### config.mk
export PLATFORM = sky130hd
export DESIGN_NAME = pbts_ram
export DESIGN_NICKNAME = d
export VERILOG_FILES = /design/src/rtl/pbts_ram.sv
export SDC_FILE = /design/constraint.sdc
export NUM_CORES = 2
export LEC_CHECK = 0
export CAP_MARGIN = 10
export CORE_UTILIZATION = 63
export DETAILED_ROUTE_END_ITERATION = 10
export DONT_BUFFER_PORTS = 1
export PLACE_DENSITY = 0.79
export SLEW_MARGIN = 40
export SYNTH_ARGS = -nofsm -noshare
export SYNTH_HDL_FRONTEND = slang
export SYNTH_SLANG_ARGS = --single-unit
### constraint.sdc
create_clock -name clk -period 2.4 [get_ports clk]
set_clock_uncertainty 0.1 [all_clocks]
set_input_delay 0 -clock clk [delete_from_list [all_inputs] [get_ports clk]]
set_output_delay 0 -clock clk [all_outputs]
set_load 0.01 [all_outputs]
### src/rtl/pbts_ram.sv
// Generic simple dual-port RAM with registered read.
module pbts_ram #(
  parameter int WIDTH = 8,
  parameter int DEPTH = 256
) (
  input  logic                     clk,
  input  logic                     we,
  input  logic [$clog2(DEPTH)-1:0] waddr,
  input  logic [WIDTH-1:0]         wdata,
  input  logic                     re,
  input  logic [$clog2(DEPTH)-1:0] raddr,
  output logic [WIDTH-1:0]         rdata_r
);

  logic [WIDTH-1:0] mem [DEPTH];

  always_ff @(posedge clk) begin
    if (we) begin
      mem[waddr] <= wdata;
    end
    if (re) begin
      rdata_r <= mem[raddr];
    end
  end

endmodule

==> results_dict.tcl <==
set metrics [dict create \
    track_usage_pct 33.1 \
    clock-sinks 2056 \
    min_period_ns 2.60 \
    report.final.slew_viol_count 103 \
    tightest_slew_ns 1.56 \
    crit_type "in2reg" \
    rows 130 \
    drtAntennaViolNets 0 \
    drc 0 \
    ys_ff_latch 2056 \
    antenna_found_initial 9 \
    drive_gt1_share_pct 28.6 \
    netlist_area_um2 79600 \
    io_pins 35 \
    overflow 0 \
    status "complete, but fails checks" \
    die_y_um 358 \
    synth_warnings 0 \
    final_core_util_pct 72.2 \
    core_um2 126000 \
    htree_levels 4 \
    hold_violations 2054 \
    path_clk_slew_ns 0.06 \
    cp_max_fo 446 \
    power_density_nw_per_um2 793 \
    p_sw_share_pct 20.6 \
    mostFrequentLayoutCells "2056 x edfxtp_1, 455 x mux4_2, 421 x buf_4" \
    whs_path_depth 0 \
    wl_per_cell_um 35.0 \
    worst_ep_required_time_ns 2.92 \
    gp_congestion 0.846 \
    grt_pass1_wl_mm 296 \
    comb_power_share_pct 4.2 \
    rsz0062_at_grt "true" \
    start_util_pct 63.4 \
    num_vias 42400 \
    port_buffers 0 \
    clkLatencyLatePin_ns 0.83 \
    dieArea_um2 128000 \
    vias_per_cell 7.10 \
    synth-main-ff-cell "edfxtp_1" \
    p_switching_mw 14.8 \
    yosysSeqAreaShare_pct 77.5 \
    synth.avg_cell_area_um2 21.3 \
    syn2layout_area_growth_pct 13.9 \
    pwr-share-seq_pct 55.1 \
    critPathArrivalTime_ns 3.12 \
    multi_input_area_um2 16900 \
    dp_hpwl_mm 108 \
    min_path_type "in2reg" \
    wl_mm 209 \
    p_int_mw 57.1 \
    synthCells 3733 \
    startpoint_type "input pin" \
    synth_edf_count 2056 \
    finalCritPeriodShare_pct 108 \
    fmax_mhz 384 \
    p_clk_share_pct 40.7 \
    firstDrtPassIters 8 \
    fin_total_pwr_mw 72.0 \
    hold_ws_ns -0.825 \
    r2r_cells 7 \
    layout.cells.most_common "edfxtp_1" \
    end_kind "flop" \
    regArea_um2 61700 \
    cts_root_buf "clkbuf_16" \
    nFillCells 6713 \
    maxCapViolCount 0 \
    drt_iter0_drc 7252 \
    grt_max_degree 447 \
    nNetsFinal 4191 \
    cts_tree "done" \
    placed_cell_area_um2 83800 \
    numCtsBuffers 190 \
    design_area_um2 90700 \
    peakVddDrop_mv 0.828 \
    failed_checks "negative hold slack, max-slew violations, negative setup slack" \
    postCtsSetupRepairBufs 0 \
    relSlewSlack_pct -4.06 \
    post-place-ws_ns -2.20 \
    die_w_um 358 \
    ys_async_sr_fraction_pct 0 \
    setup_ws_ns -0.203 \
    power_leakage_nw 28.9 \
    setup_violations 13 \
    clock_path_buffers 3 \
    synth_nets 3760 \
    grt_pass1_vias 42400 \
    ys_types 54 \
]
## layout make-up
cell class,instances,area share (%)
Antenna cell,4,0.0110
Clock inverter,111,0.996
Sequential cell,2056,68.1
Inverter,2,0.00828
Clock buffer,237,5.53
Tap cell,1650,2.28
Multi-Input combinational cell,1442,18.6
Timing Repair Buffer,472,4.51
## worst paths after layout
kind                   startpoint  slack, ns               endpoint
max                      raddr[1]      -0.20   rdata_r[7]$_DFFE_PP_
min                      wdata[4]      -0.82  mem[243][4]$_DFFE_PP_
max reg2reg  mem[81][3]$_DFFE_PP_      -0.10   rdata_r[3]$_DFFE_PP_
min reg2reg  mem[32][5]$_DFFE_PP_       0.99   rdata_r[5]$_DFFE_PP_
## cells by family after synthesis
logic type | synth area share (%)
buf+inv | 1.83
flops | 77.5
compound gates | 3.42
simple gates | 2.63
mux | 14.6
## registers in the layout, indices dropped and copies added, names as in the netlist
register / flops
rdata_r: 8
mem: 2048
## power by group through the flow
stage	logic [mW]	registers, mW	clock network, mW
5_1_grt	3.06	39.6	30.6
6_report	3.01	39.7	29.3
3_5_place_dp	2.58	40.4	0
3_3_place_gp	2.25	40.4	0
4_1_cts	2.88	39.7	29.2
2_1_floorplan	1.92	40.4	0
## worst max-delay path, cell delays in order
cell     delay, ns
or3b_2        1.02
buf_4         0.24
o22ai_1       0.21
o21ai_0       0.14
nand3_1       0.15
nor4_1        0.09
buf_4         0.17
nor4_1        0.33
## cells in the mapped netlist, drive strengths merged, types with 2 or more instances
| cell type | n | area (um2) |
|---|---|---|
| o21ai | 12 | 60.1 |
| and2 | 6 | 37.5 |
| o221ai | 47 | 418 |
| o22ai | 28 | 175 |
| a311oi | 2 | 17.5 |
| nor4 | 27 | 188 |
| o32ai | 5 | 51.3 |
| nand3b | 2 | 15.0 |
| clkbuf | 111 | 417 |
| nor3 | 22 | 110 |
| a2111oi | 5 | 52.6 |
| a22oi | 133 | 998 |
| nor2 | 282 | 1060 |
| nand4 | 10 | 62.6 |
| nor2b | 31 | 194 |
| edfxtp | 2056 | 61700 |
| a21oi | 96 | 480 |
| mux4 | 456 | 10300 |
| nand3 | 34 | 170 |
| a221oi | 14 | 129 |
| mux2i | 134 | 1340 |
| o22a | 5 | 43.8 |
| a31oi | 2 | 12.5 |
| a22o | 8 | 70.1 |
| or2 | 4 | 25.0 |
| nand2 | 33 | 124 |
| nand2b | 8 | 50.1 |
| and3b | 2 | 17.5 |
| buf | 122 | 1030 |
| a211oi | 16 | 120 |
| o211ai | 10 | 75.1 |
## per-layer routing
metal  up-vias  wire, um  GRT usage (%)
met2      3610     99700           52.1
met3       662     28700           8.78
li1      16600         -              -
met5         -        73              0
met4        10     10800           14.6
met1     21600     69600           44.1
## through the flow
stage,hold WS [ns],cells,setup TNS (ns)
after floorplan,-0.00113,3733,0
after CTS,-0.857,5969,-0.449
final,-0.825,5974,-1.02
after global routing,-0.848,5972,-0.511
after global placement,0.0124,5581,-3.47
after detailed placement,0.0132,5587,-15.82
## repair_timing
action                                   CTS  global route
endpoints found under the hold margin   4019          2055
endpoints found under the setup margin     8            16
hold buffers                              26             1
gates cloned                               9             1
gates resized for setup                   54            25
pin swaps                                 22             9
No activity file was read; power rests on OpenSTA's default activity.
