<file path="src/rtl/pbts_pkg.sv">
// Shared types, codes and helpers for the priority bitmap task scheduler.
package pbts_pkg;

  localparam int WORD_BITS = 64;

  localparam logic [2:0] OP_ADD    = 3'd0;
  localparam logic [2:0] OP_REMOVE = 3'd1;
  localparam logic [2:0] OP_PICK   = 3'd2;
  localparam logic [2:0] OP_SETPRI = 3'd3;
  localparam logic [2:0] OP_MIGR   = 3'd4;

  localparam logic [1:0] ST_DONE   = 2'd0;
  localparam logic [1:0] ST_IDLE   = 2'd1;
  localparam logic [1:0] ST_REJECT = 2'd2;
  localparam logic [1:0] ST_IGNORE = 2'd3;

  typedef struct packed {
    logic [2:0] operation;
    logic [7:0] task_id;
    logic [7:0] priority_req;
    logic [2:0] cpu;
  } in_item_t;

  typedef struct packed {
    logic [1:0] status;
    logic [7:0] chosen_task;
    logic [2:0] assigned_cpu;
    logic [8:0] running_count;
  } out_item_t;

  typedef struct packed {
    logic       en;
    logic [3:0] ncpu;
  } cfg_t;

  typedef enum logic [3:0] {
    S_IDLE,
    S_SCAN,
    S_PICK_HEAD,
    S_U_Q,
    S_U_UPD,
    S_U_PV,
    S_U_NX,
    S_A_RD,
    S_A_UPD,
    S_A_TL,
    S_RESP
  } state_t;

  typedef enum logic [1:0] {
    P_RESP,
    P_SCAN,
    P_ADD,
    P_UNLINK
  } path_t;

  typedef struct packed {
    logic       found;
    logic [5:0] idx;
  } ffs_t;

  // lowest set bit of one bitmap word
  function automatic ffs_t ffs64(input logic [WORD_BITS-1:0] bits);
    ffs_t r;
    r = '0;
    for (int i = WORD_BITS - 1; i >= 0; i--) begin
      if (bits[i]) begin
        r.found = 1'b1;
        r.idx   = 6'(i);
      end
    end
    return r;
  endfunction

endpackage

</file>
<file path="src/rtl/pbts_cfg.sv">
// Configuration registers and APB-style access for the scheduler.
module pbts_cfg #(
  parameter int CPU_COUNT = 8
) (
  input  logic           clk,
  input  logic           rst_n,
  input  logic           psel,
  input  logic           penable,
  input  logic           pwrite,
  input  logic [2:0]     paddr,
  input  logic [31:0]    pwdata,
  output logic [31:0]    prdata,
  output logic           pready,
  output pbts_pkg::cfg_t cfg
);
  import pbts_pkg::*;

  logic [3:0] cpus_r;
  logic       en_r;
  logic       wr;

  assign pready = 1'b1;
  assign wr     = psel && penable && pwrite;

  always_ff @(posedge clk) begin
    if (!rst_n) begin
      cpus_r <= 4'd1;
      en_r   <= 1'b0;
    end else if (wr) begin
      if (paddr[2]) begin
        en_r <= pwdata[0];
      end else begin
        cpus_r <= pwdata[3:0];
      end
    end
  end

  assign prdata = paddr[2] ? {31'b0, en_r} : {28'b0, cpus_r};

  // zero acts as one, oversize clamps to the CPU count
  always_comb begin
    cfg.en = en_r;
    if (cpus_r == 4'd0) begin
      cfg.ncpu = 4'd1;
    end else if (8'(cpus_r) > 8'(CPU_COUNT)) begin
      cfg.ncpu = 4'(CPU_COUNT);
    end else begin
      cfg.ncpu = cpus_r;
    end
  end

endmodule

</file>
<file path="config.mk">
export PLATFORM = sky130hd
export DESIGN_NAME = pbts_cfg
export DESIGN_NICKNAME = d
export VERILOG_FILES = /design/src/rtl/pbts_pkg.sv /design/src/rtl/pbts_cfg.sv
export SDC_FILE = /design/constraint.sdc
export NUM_CORES = 1
export LEC_CHECK = 0
export ABC_AREA = 1
export BUFFER_PORTS_ARGS = -buffer_cell sky130_fd_sc_hd__buf_2
export CORE_MARGIN = 1.5
export CORE_UTILIZATION = 33
export CTS_BUF_LIST = sky130_fd_sc_hd__clkbuf_4 sky130_fd_sc_hd__clkbuf_8
export DETAILED_ROUTE_END_ITERATION = 7
export PLACE_DENSITY_LB_ADDON = 0.3
export SLEW_MARGIN = 10
export SYNTH_ARGS = -nofsm -noshare
export SYNTH_HDL_FRONTEND = slang
export SYNTH_SLANG_ARGS = --single-unit
</file>
<file path="constraint.sdc">
create_clock -name clk -period 2 [get_ports clk]
set_clock_uncertainty 0.2 [all_clocks]
set_input_delay 0 -clock clk [delete_from_list [all_inputs] [get_ports clk]]
set_output_delay 0 -clock clk [all_outputs]
set_load 0.01 [all_outputs]
</file>
==> flow_metrics.py <==
metrics = {
    "status": {
        "status": "completed",
    },
    "grt": {
        "grt-ovfl-total": 0,
        "use_met1_pct": 10.91,
        "grt_max_degree": 11,
        "grt_usage_pct": 9.455,
        "grt-busiest-layer": "met2",
        "antenna_found_initial": 0,
        "grt_pass1_vias": 338,
        "met2_usage_pct": 15.59,
        "grtUsageMet3_pct": 1.250,
        "grt_pass1_wl_um": 1331,
    },
    "placed_design": {
        "port_buffers": 18,
        "pre_cts_ws_ns": 1.057,
        "placed_cell_area_um2": 519.2,
        "placed_cells": 111,
        "hpwl_um": 646,
        "place_congestion": 0.7238,
    },
    "clocking": {
        "cts_tree": "done",
        "cts_setup_buffers": 0,
        "clockRootBuffer": "clkbuf_4",
        "cts_max_path_buffers": 2,
        "cts_num_sinks": 5,
        "clk_latency_ns": 0.24,
        "cts.clk_slew.worst_paths_ns": 0.04,
        "numCtsBuffers": 3,
        "cts_max_level": 1,
    },
    "power": {
        "power.density_mw_per_mm2": 475.4,
        "power_uw": 318.3,
        "leakagePower_nw": 0.3897,
        "ir_drop_v": 0.0002110,
    },
    "logic_synthesis": {
        "ys_warn_count": 0,
        "synth_seq_area_share_pct": 18.26,
        "syn_inst": 82,
        "synthDistinctLibCells": 15,
        "syn-mean-instance-area_um2": 6.683,
        "syn_area_um2": 548.0,
        "ys_seq_elements": 5,
    },
    "finish": {
        "most-common-layout-cells": "conb_1, buf_2, dlygate4sd3_1, nor2_1, inv_1",
        "area_delta_synth_final_pct": 22.15,
        "multi_input_area_um2": 271.5,
        "diodes": 0,
        "fin_util_pct": 43.92,
        "seq_area_um2": 100.1,
        "final-instance-count-excl-fill": 127,
        "nFillCells": 179,
        "fin_nets": 152,
        "final_cell_area_um2": 669.4,
        "drive_gt1_share_pct": 24.32,
        "layout_commonest_cell": "conb_1",
    },
    "routing": {
        "drt_wl_total_um": 829,
        "drc": 0,
        "drt-vias-per-instance": 3.638,
        "dr.pass1.iters": 3,
        "first_iter_violations": 2,
        "avgRoutedWirePerCell_um": 6.528,
        "ant_nets": 0,
        "vias": 462,
    },
    "die": {
        "fp.dieH_um": 43.75,
        "pin_count": 78,
        "start_util_pct": 35.96,
        "die_area_mm2": 0.001914,
        "placementRows": 14,
        "coreArea_mm2": 0.001524,
        "die-width_um": 43.75,
    },
    "timing": {
        "finalSetupViolations": 0,
        "fin_crit_sh_pct": 80.41,
        "finalSetupTns_ns": 0,
        "maxSlewViolCount": 0,
        "timing.fmax_mhz": 621.8,
        "hold_violations": 0,
        "setup_ws_ns": 0.3918,
        "rsz0062_at_grt": "false",
        "holdWs_ns": 0.3776,
        "fin_crit_ns": 1.608,
    },
    "worst_hold_path": {
        "hold_class": "in2reg",
    },
    "setup_path": {
        "path_class": "in2reg",
        "crit_top_cell": "dlygate4sd3_1",
        "cp_max_fo": 10,
        "path_buf_inv": 4,
        "reg2reg_slack_ns": 0.65,
        "crit_family": "buffers and inverters",
        "crit_required_ns": 1.92,
        "cp_cell_sequence": "dlygate4sd3_1, buf_2, inv_2, nand3_1, nand2_1, nor2_1, dlygate4sd3_1",
        "crit_path_top_delay_cell": "dlygate4sd3_1",
        "crit_path_max_incr_delay_ns": 0.54,
        "start_kind": "input port",
        "worst_ep_arrival_time_ns": 1.53,
        "worstSetupEndpointType": "register",
    },
    "flow_run": {
        "cap_violations": 0,
    },
}
tightest hold or removal path: stages:
cell and delay (ns):
dlygate4sd3_1 0.53, buf_2 0.15, nand2_1 0.07, nor2_1 0.03
cell families after synthesis:
logic type	synth area share (%)
buffers and inverters	50.68
DFF	18.27
AOI/OAI and AO/OA	5.252
other	1.370
and+or+nand+nor	24.43
registers in the layout, summed over array words and instances, names as in the netlist:
register,count
cpus_r,4
en_r,1
metal layers:
layer  vias to the layer above  part of all wire (%)
met3                         2                    13
met4                         0                   2.8
li1                        243                     -
met5                         -                     0
met2                        36                    43
met1                       181                    42
where the power goes:
group / leakage (nW) / switching [mW] / internal, mW
Sequential: 0.0407 / 0.00259 / 0.104
Clock: 0.0184 / 0.0390 / 0.0888
Combinational: 0.331 / 0.0527 / 0.0315
Total: 0.390 / 0.0943 / 0.224
cell type report:
class	instances	share of cell area, %
inverter	10	5.607
clock buffer	4	4.486
sequential	5	14.95
multi-input combinational	62	40.56
timing repair buffer	30	31.40
tap	16	2.991
repair_timing:
item	4_1_cts	5_1_grt
hold buffers	12	0
resized for setup	0	0
endpoints found under the hold margin	5	0
path summary, 6_finish.rpt:
check                 start        end  cells after the start
hold / removal        rst_n       en_r                      4
setup reg to reg  cpus_r[3]  cpus_r[3]                      3
hold reg to reg   cpus_r[2]  cpus_r[2]                      3
setup / recovery   paddr[2]  cpus_r[2]                      7
synthesized netlist by cell type:
cell | instances | area (µm²)
a21oi_1 | 2 | 10.01
a21oi_2 | 1 | 8.760
buf_4 | 30 | 225.2
buf_6 | 1 | 11.26
clkbuf_1 | 1 | 3.750
conb_1 | 2 | 7.510
dfxtp_1 | 5 | 100.1
inv_1 | 9 | 33.78
inv_2 | 1 | 3.750
nand2_1 | 8 | 30.03
nand3_1 | 6 | 30.03
nand3_2 | 1 | 10.01
nor2_1 | 11 | 41.29
nor2_4 | 2 | 22.52
o21ai_1 | 2 | 10.01
No activity file was read; power rests on OpenSTA's default activity.
